`src/rtl/core/cpe_pkg.sv`:
```
// ----------------------------------------------------------------------------
// cpe_pkg: shared types and constants
// Sizes, function codes, controller states and the command and status
// bundles between the controller and the datapath.
// ----------------------------------------------------------------------------
`default_nettype none

package cpe_pkg;

  localparam int MAX_SLOTS      = 8;
  localparam int MAX_PARTITIONS = 64;
  localparam int COST_MAX       = 31;
  localparam int COST_W         = 5;
  localparam int CAND_W         = COST_W + 1;
  localparam int SLOT_W         = $clog2(MAX_SLOTS);
  localparam int LVL_W          = (SLOT_W > 0) ? SLOT_W : 1;
  localparam int TAB_DEPTH      = MAX_SLOTS * (COST_MAX + 1);
  localparam int TAB_AW         = LVL_W + COST_W;
  localparam int PACK_SLOTS     = 8;
  localparam int PACK_W         = PACK_SLOTS * COST_W;
  localparam int EMIT_W         = 7;

  localparam logic FUNC_LOAD = 1'b0;
  localparam logic FUNC_RUN  = 1'b1;

  typedef enum logic [3:0] {
    ST_IDLE,
    ST_CHECK,
    ST_LEVEL,
    ST_SCAN,
    ST_TEST,
    ST_MUL_LO,
    ST_MUL_HI,
    ST_COMMIT,
    ST_POP,
    ST_FINISH
  } state_t;

  typedef struct packed {
    logic load;       // write one count table entry
    logic start_run;  // latch run arguments and seed level 0
    logic set_cand;   // first candidate cost of the current level
    logic read;       // read the count of the current candidate
    logic next_cand;  // step to the next candidate cost
    logic mul_lo;     // low half of product times count
    logic mul_hi;     // high half of product times count
    logic commit;     // push a level, or record a split at the last level
    logic pop;        // back up one level
    logic finish;     // present the final result of the run
  } cmd_t;

  typedef struct packed {
    logic bad_run;
    logic at_cap;
    logic at_last;
    logic cand_ok;
    logic cnt_nonzero;
    logic level_zero;
  } status_t;

endpackage

`default_nettype wire

```
`src/rtl/core/cpe_ctrl.sv`:
```
// ----------------------------------------------------------------------------
// cpe_ctrl: search controller
// Sequences the depth-first walk: candidate scan, count read, split
// multiply, push or record, and backtrack.
// ----------------------------------------------------------------------------
`default_nettype none

module cpe_ctrl (
  input  wire logic             clk,
  input  wire logic             rst,
  input  wire logic             start,
  input  wire logic             func,
  input  wire cpe_pkg::status_t status,
  output cpe_pkg::cmd_t         cmd,
  output logic                  busy
);

  cpe_pkg::state_t state;
  cpe_pkg::state_t state_next;

  always_ff @(posedge clk) begin
    if (rst) begin
      state <= cpe_pkg::ST_IDLE;
    end else begin
      state <= state_next;
    end
  end

  always_comb begin
    state_next = state;
    unique case (state)
      cpe_pkg::ST_IDLE: begin
        if (start && func == cpe_pkg::FUNC_RUN) state_next = cpe_pkg::ST_CHECK;
      end
      cpe_pkg::ST_CHECK: begin
        state_next = status.bad_run ? cpe_pkg::ST_FINISH : cpe_pkg::ST_LEVEL;
      end
      cpe_pkg::ST_LEVEL: begin
        state_next = status.at_cap ? cpe_pkg::ST_FINISH : cpe_pkg::ST_SCAN;
      end
      cpe_pkg::ST_SCAN: begin
        state_next = status.cand_ok ? cpe_pkg::ST_TEST : cpe_pkg::ST_POP;
      end
      cpe_pkg::ST_TEST: begin
        priority if (status.cnt_nonzero) state_next = cpe_pkg::ST_MUL_LO;
        else if (status.at_last)         state_next = cpe_pkg::ST_POP;
        else                             state_next = cpe_pkg::ST_SCAN;
      end
      cpe_pkg::ST_MUL_LO: state_next = cpe_pkg::ST_MUL_HI;
      cpe_pkg::ST_MUL_HI: state_next = cpe_pkg::ST_COMMIT;
      cpe_pkg::ST_COMMIT: begin
        state_next = status.at_last ? cpe_pkg::ST_POP : cpe_pkg::ST_LEVEL;
      end
      cpe_pkg::ST_POP: begin
        state_next = status.level_zero ? cpe_pkg::ST_FINISH : cpe_pkg::ST_LEVEL;
      end
      cpe_pkg::ST_FINISH: state_next = cpe_pkg::ST_IDLE;
      default: state_next = cpe_pkg::ST_IDLE;
    endcase
  end

  always_comb begin
    cmd  = '0;
    busy = 1'b1;
    unique case (state)
      cpe_pkg::ST_IDLE: begin
        busy          = 1'b0;
        cmd.load      = start && func == cpe_pkg::FUNC_LOAD;
        cmd.start_run = start && func == cpe_pkg::FUNC_RUN;
      end
      cpe_pkg::ST_CHECK:  ;
      cpe_pkg::ST_LEVEL:  cmd.set_cand = !status.at_cap;
      cpe_pkg::ST_SCAN:   cmd.read = status.cand_ok;
      cpe_pkg::ST_TEST:   cmd.next_cand = !status.cnt_nonzero && !status.at_last;
      cpe_pkg::ST_MUL_LO: cmd.mul_lo = 1'b1;
      cpe_pkg::ST_MUL_HI: cmd.mul_hi = 1'b1;
      cpe_pkg::ST_COMMIT: cmd.commit = 1'b1;
      cpe_pkg::ST_POP:    cmd.pop = !status.level_zero;
      cpe_pkg::ST_FINISH: cmd.finish = 1'b1;
      default: busy = 1'b1;
    endcase
  end

endmodule

`default_nettype wire

```
`config.mk`:
```
export PLATFORM = sky130hd
export DESIGN_NAME = cpe_ctrl
export DESIGN_NICKNAME = d
export VERILOG_FILES = /design/src/rtl/core/cpe_pkg.sv /design/src/rtl/core/cpe_ctrl.sv
export SDC_FILE = /design/constraint.sdc
export NUM_CORES = 1
export LEC_CHECK = 0
export BUFFER_PORTS_ARGS = -buffer_cell sky130_fd_sc_hd__buf_2
export CAP_MARGIN = 20
export CORE_AREA = 2 2 39 41
export DETAILED_ROUTE_END_ITERATION = 10
export DIE_AREA = 0 0 41 43
export PLACE_DENSITY = 0.62
export SLEW_MARGIN = 0
export SYNTH_ARGS = -nofsm -noshare
export SYNTH_HDL_FRONTEND = slang
export SYNTH_SLANG_ARGS = --single-unit
```
`constraint.sdc`:
```
create_clock -name clk -period 2.95 [get_ports clk]
set_input_delay 0.1475 -clock clk [delete_from_list [all_inputs] [get_ports clk]]
set_output_delay 0.1475 -clock clk [all_outputs]
set_load 0.01 [all_outputs]
```
[Yosys cells after proc, flatten, opt, wreduce, memory -nomap -nowiden]
Index checks and enable logic that the tools add are counted.
Word-level totals
  output and inout bits: 11
  input port bits: 10
  logic and storage cells: 39
  flip-flop bits (word level): 4
Cells by class
  reductions and logical operators: 8
  bitwise gates (word level): 1
  equality and inequality tests: 10
  multiplexer cells: 19
Operators with widths (count)
  4-bit case mux with 9 select lines: 1
  4-bit two-way mux: 8
  4-bit by 3-bit == test with 1-bit output, second input constant: 4
  1-bit two-way mux: 9
  4-bit by 2-bit == test with 1-bit output, second input constant: 2
  4-bit == test, second input constant: 2
  4-bit by 1-bit == test with 1-bit output, second input constant: 1
  1-bit zero test: 4
  4-bit zero test: 1
  1-bit logical AND: 3
  2-bit two-way mux: 1
  2-bit != test, second input constant: 1
  1-bit NOT: 1

[Depth between registers and ports, before layout]
  depth after elaboration: 3
  mapped depth: 5
  mapped depth without buffers: 4

[Least setup slack after synthesis]
No wires, ideal clock.
  path kind: register to output
  start: register state[0]
  end: output port cmd[9] in the netlist's numbering
  slack: 1.478 ns
  data required time: 2.803 ns
  cell stages (with the launch flop): 4
  path buffers: 0
  data arrival time: 1.324 ns
  cell sequence: dfxtp_1 > or2_4 > or3_1 > nor3b_1
RTL lines
  from (decl): line cpe_ctrl.sv:18  | cpe_pkg::state_t state;
  from (signal assigned): line cpe_ctrl.sv:23  | state <= cpe_pkg::ST_IDLE;
  from (signal assigned): line cpe_ctrl.sv:25  | state <= state_next;
  to (decl): line cpe_ctrl.sv:14  | output cpe_pkg::cmd_t cmd,

==> results.py <==
metrics = {
    "run_status": {
        "status": "completed",
    },
    "layout": {
        "top_regs": "state x4",
        "drive_above_1_share": 0.312,
        "syn2layout_area_growth_pct": 30.8,
        "num-fill-cells": 155,
        "regMostFlops": "state",
        "seq_area_sq_um": 80.1,
        "final_nets": 89,
        "multi_input_area_sq_um": 287,
        "antenna_cells": 0,
        "largest_register_ffs": 4,
    },
    "sta": {
        "slew_violations": 0,
        "timing.final.ws_setup_ns": 1.12,
        "worst_slew_pin_slew_ns": 0.451,
        "hold_violations": 0,
        "setup_tns_ns": 0,
        "fmaxAchievable_mhz": 545,
        "fin_crit_sh": 0.622,
        "rsz0062_at_grt": "no",
        "setup_violations": 0,
        "clock_skew_ns": 0.00484,
        "min_period_ns": 1.83,
        "maxSlewHeadroom": 0.699,
    },
    "placed_design": {
        "io_buffers": 20,
        "globalplace.congestion": 0.836,
        "hpwl_um": 809,
        "dpl_worst_slack_ns": 1.38,
    },
    "grt": {
        "grt_overflow_total": 0,
        "grt_pass1_vias": 430,
        "grt_start_max_net_pins": 18,
        "grt_pass1_wl_mm": 1.76,
        "grt_antenna_before_repair": 0,
        "grt_usage": 0.144,
    },
    "power_and_ir_drop": {
        "p_int_w": 0.000129,
        "p_per_area_nw_per_um2": 359,
        "power.leakage_nw": 0.238,
        "power_frac_seq": 0.361,
        "power_frac_comb": 0.276,
        "switchingPower_w": 0.0000580,
        "p_sw_frac": 0.310,
        "irDropWorstVdd_uv": 153,
        "pwr-share-clk": 0.363,
    },
    "min_path": {
        "holdPathEnd": "state[2]",
        "hold_class": "in -> reg",
        "whs_path_depth": 2,
        "holdCritStartpoint": "rst",
    },
    "clock_tree": {
        "clockBufferDepth": 2,
        "cts_tree": "done",
        "ctsResizeCount": 0,
        "clk-insertion-delay-late_ns": 0.24,
        "path_clk_slew_ns": 0.04,
        "cts_max_level": 1,
        "numCtsBuffers": 3,
        "root_buffer": "clkbuf_4",
        "cts_hold_buf": 0,
        "cts_post_setup_buffers_inserted": 0,
        "cts.sinks": 4,
    },
    "yosys": {
        "async_flop_share": 0,
        "synth.most_common_cell": "nor2_1",
        "synth.distinct_cells": 25,
        "synth_edf_count": 0,
        "syn_area_per_cell_sq_um": 6.86,
        "synth-seq-cells": 4,
        "syn_inst": 58,
        "synth_area_sq_um": 398,
        "synth_area_leaders": "dfxtp_1, nand2b_1, nor2_1",
        "yosys.area.top_type": "dfxtp_1",
        "ys_warn_count": 0,
        "synthFlopType": "dfxtp_1",
        "synth_commonest_cells": "nor2_1, a21oi_1, nand2b_1",
        "syn-num-nets": 68,
        "synth_top_area_share": 0.201,
        "ys_seq_area_frac": 0.201,
    },
    "routing": {
        "firstDrtPassIters": 4,
        "viasPerCell": 5.41,
        "drc": 0,
        "drt-initial-drc-count": 14,
        "routedWlPerCell_um": 11.7,
        "vias": 503,
        "wl_mm": 1.09,
        "ant_nets": 0,
    },
    "worst_setup_path": {
        "path_cells": "or2_4 -> or3_1 -> nor3b_1 -> buf_2",
        "rr_startpoint": "state[2]",
        "r2r-end": "state[3]",
        "r2r_setup_slack_ns": 1.39,
        "crit_path_end_kind": "output port",
        "slowest_delay_ns": 0.44,
        "cp.required_ns": 2.80,
        "crit_buf_inv": 1,
        "r2r_cells": 3,
        "critical_path.top_delay_family": "simple AND/OR/NAND/NOR gates",
        "worstPathArrival_ns": 1.69,
        "crit_slowest_cell": "dfxtp_1",
        "path_class": "reg -> out",
        "crit_fanout": 17,
        "critPathLaunchType": "register",
    },
    "die": {
        "start_util": 0.288,
        "die_y_um": 43,
        "io_pins": 21,
        "dieArea_sq_um": 1760,
        "die_w_um": 41,
        "rows": 14,
        "core_area_sq_um": 1380,
    },
    "run": {
        "maxCapViolations": 0,
    },
}
[routing by layer]
| metal | share of wire | track usage | vias to the layer above |
|---|---|---|---|
| met5 | 0 | 0 | - |
| met4 | 0.017 | 0.0800 | 0 |
| met3 | 0.059 | 0.0314 | 3 |
| met2 | 0.46 | 0.209 | 18 |
| met1 | 0.47 | 0.189 | 230 |
| li1 | - | - | 252 |
[power by group through the flow]
stage / logic (W) / clock network, W / registers (W)
floorplan: 0.0000408 / 0 / 0.0000609
global placement: 0.0000515 / 0 / 0.0000676
detailed placement: 0.0000515 / 0 / 0.0000679
CTS: 0.0000521 / 0.0000689 / 0.0000670
global route: 0.0000573 / 0.0000753 / 0.0000685
finish: 0.0000517 / 0.0000679 / 0.0000675
[metrics by stage]
| step | total power, W | cells | hold slack [ns] | cell area, sq um | utilization |
|---|---|---|---|---|---|
| after global placement | 0.000119 | 90 | 0.348 | 498 | 0.360 |
| after detailed placement | 0.000119 | 90 | 0.359 | 498 | 0.360 |
| after floorplan | 0.000102 | 58 | 0.237 | 398 | - |
| after global routing | 0.000201 | 93 | 0.126 | 520 | 0.376 |
| after CTS | 0.000188 | 93 | 0.115 | 520 | 0.376 |
| final | 0.000187 | 93 | 0.116 | 520 | 0.376 |
[kinds of logic after synthesis]
family                 after synthesis  synth area share
AND/OR/NAND/NOR                     34             0.506
AO/OA/AOI/OAI                       12             0.189
buffers and inverters                7            0.0786
flip-flops                           4             0.201
multiplexers                         1            0.0252
[worst max-delay path by stage]
stage / cells after the start / slack [ns] / end / startpoint
after global routing: 4 / 1.00 / cmd[9] / state[0]
after global placement: 4 / 1.41 / cmd[9] / state[0]
final: 4 / 1.12 / cmd[9] / state[0]
after floorplan: 3 / 1.48 / cmd[9] / state[0]
after detailed placement: 4 / 1.38 / cmd[9] / state[0]
after CTS: 4 / 1.12 / cmd[9] / state[0]
[final cells by class]
type,count,share of cell area
timing repair buffer,20,0.192
clock buffer,3,0.0433
multi-input combinational,47,0.550
tap,16,0.0385
inverter,3,0.0216
sequential,4,0.154
[cell usage in the layout, fill, tap and decap left out]
| master | instances |
|---|---|
| nor3_1 | 1 |
| or2_4 | 1 |
| a21oi_1 | 5 |
| inv_1 | 3 |
| clkbuf_4 | 3 |
| nor3b_1 | 3 |
| or2b_1 | 1 |
| nand2b_1 | 5 |
| a2111oi_0 | 1 |
| or3_1 | 2 |
| nor4bb_1 | 1 |
| buf_2 | 20 |
| nor4_1 | 3 |
| nor2_1 | 7 |
| mux2i_1 | 1 |
| o22ai_1 | 1 |
| dfxtp_1 | 4 |
| or4b_1 | 1 |
| nand2_1 | 3 |
| and3_1 | 3 |
| nor4b_1 | 1 |
| o211ai_1 | 2 |
| a31oi_1 | 1 |
| nand3_1 | 2 |
| o21ai_0 | 1 |
| o2111ai_1 | 1 |
Power figures use the tool's default switching activity.
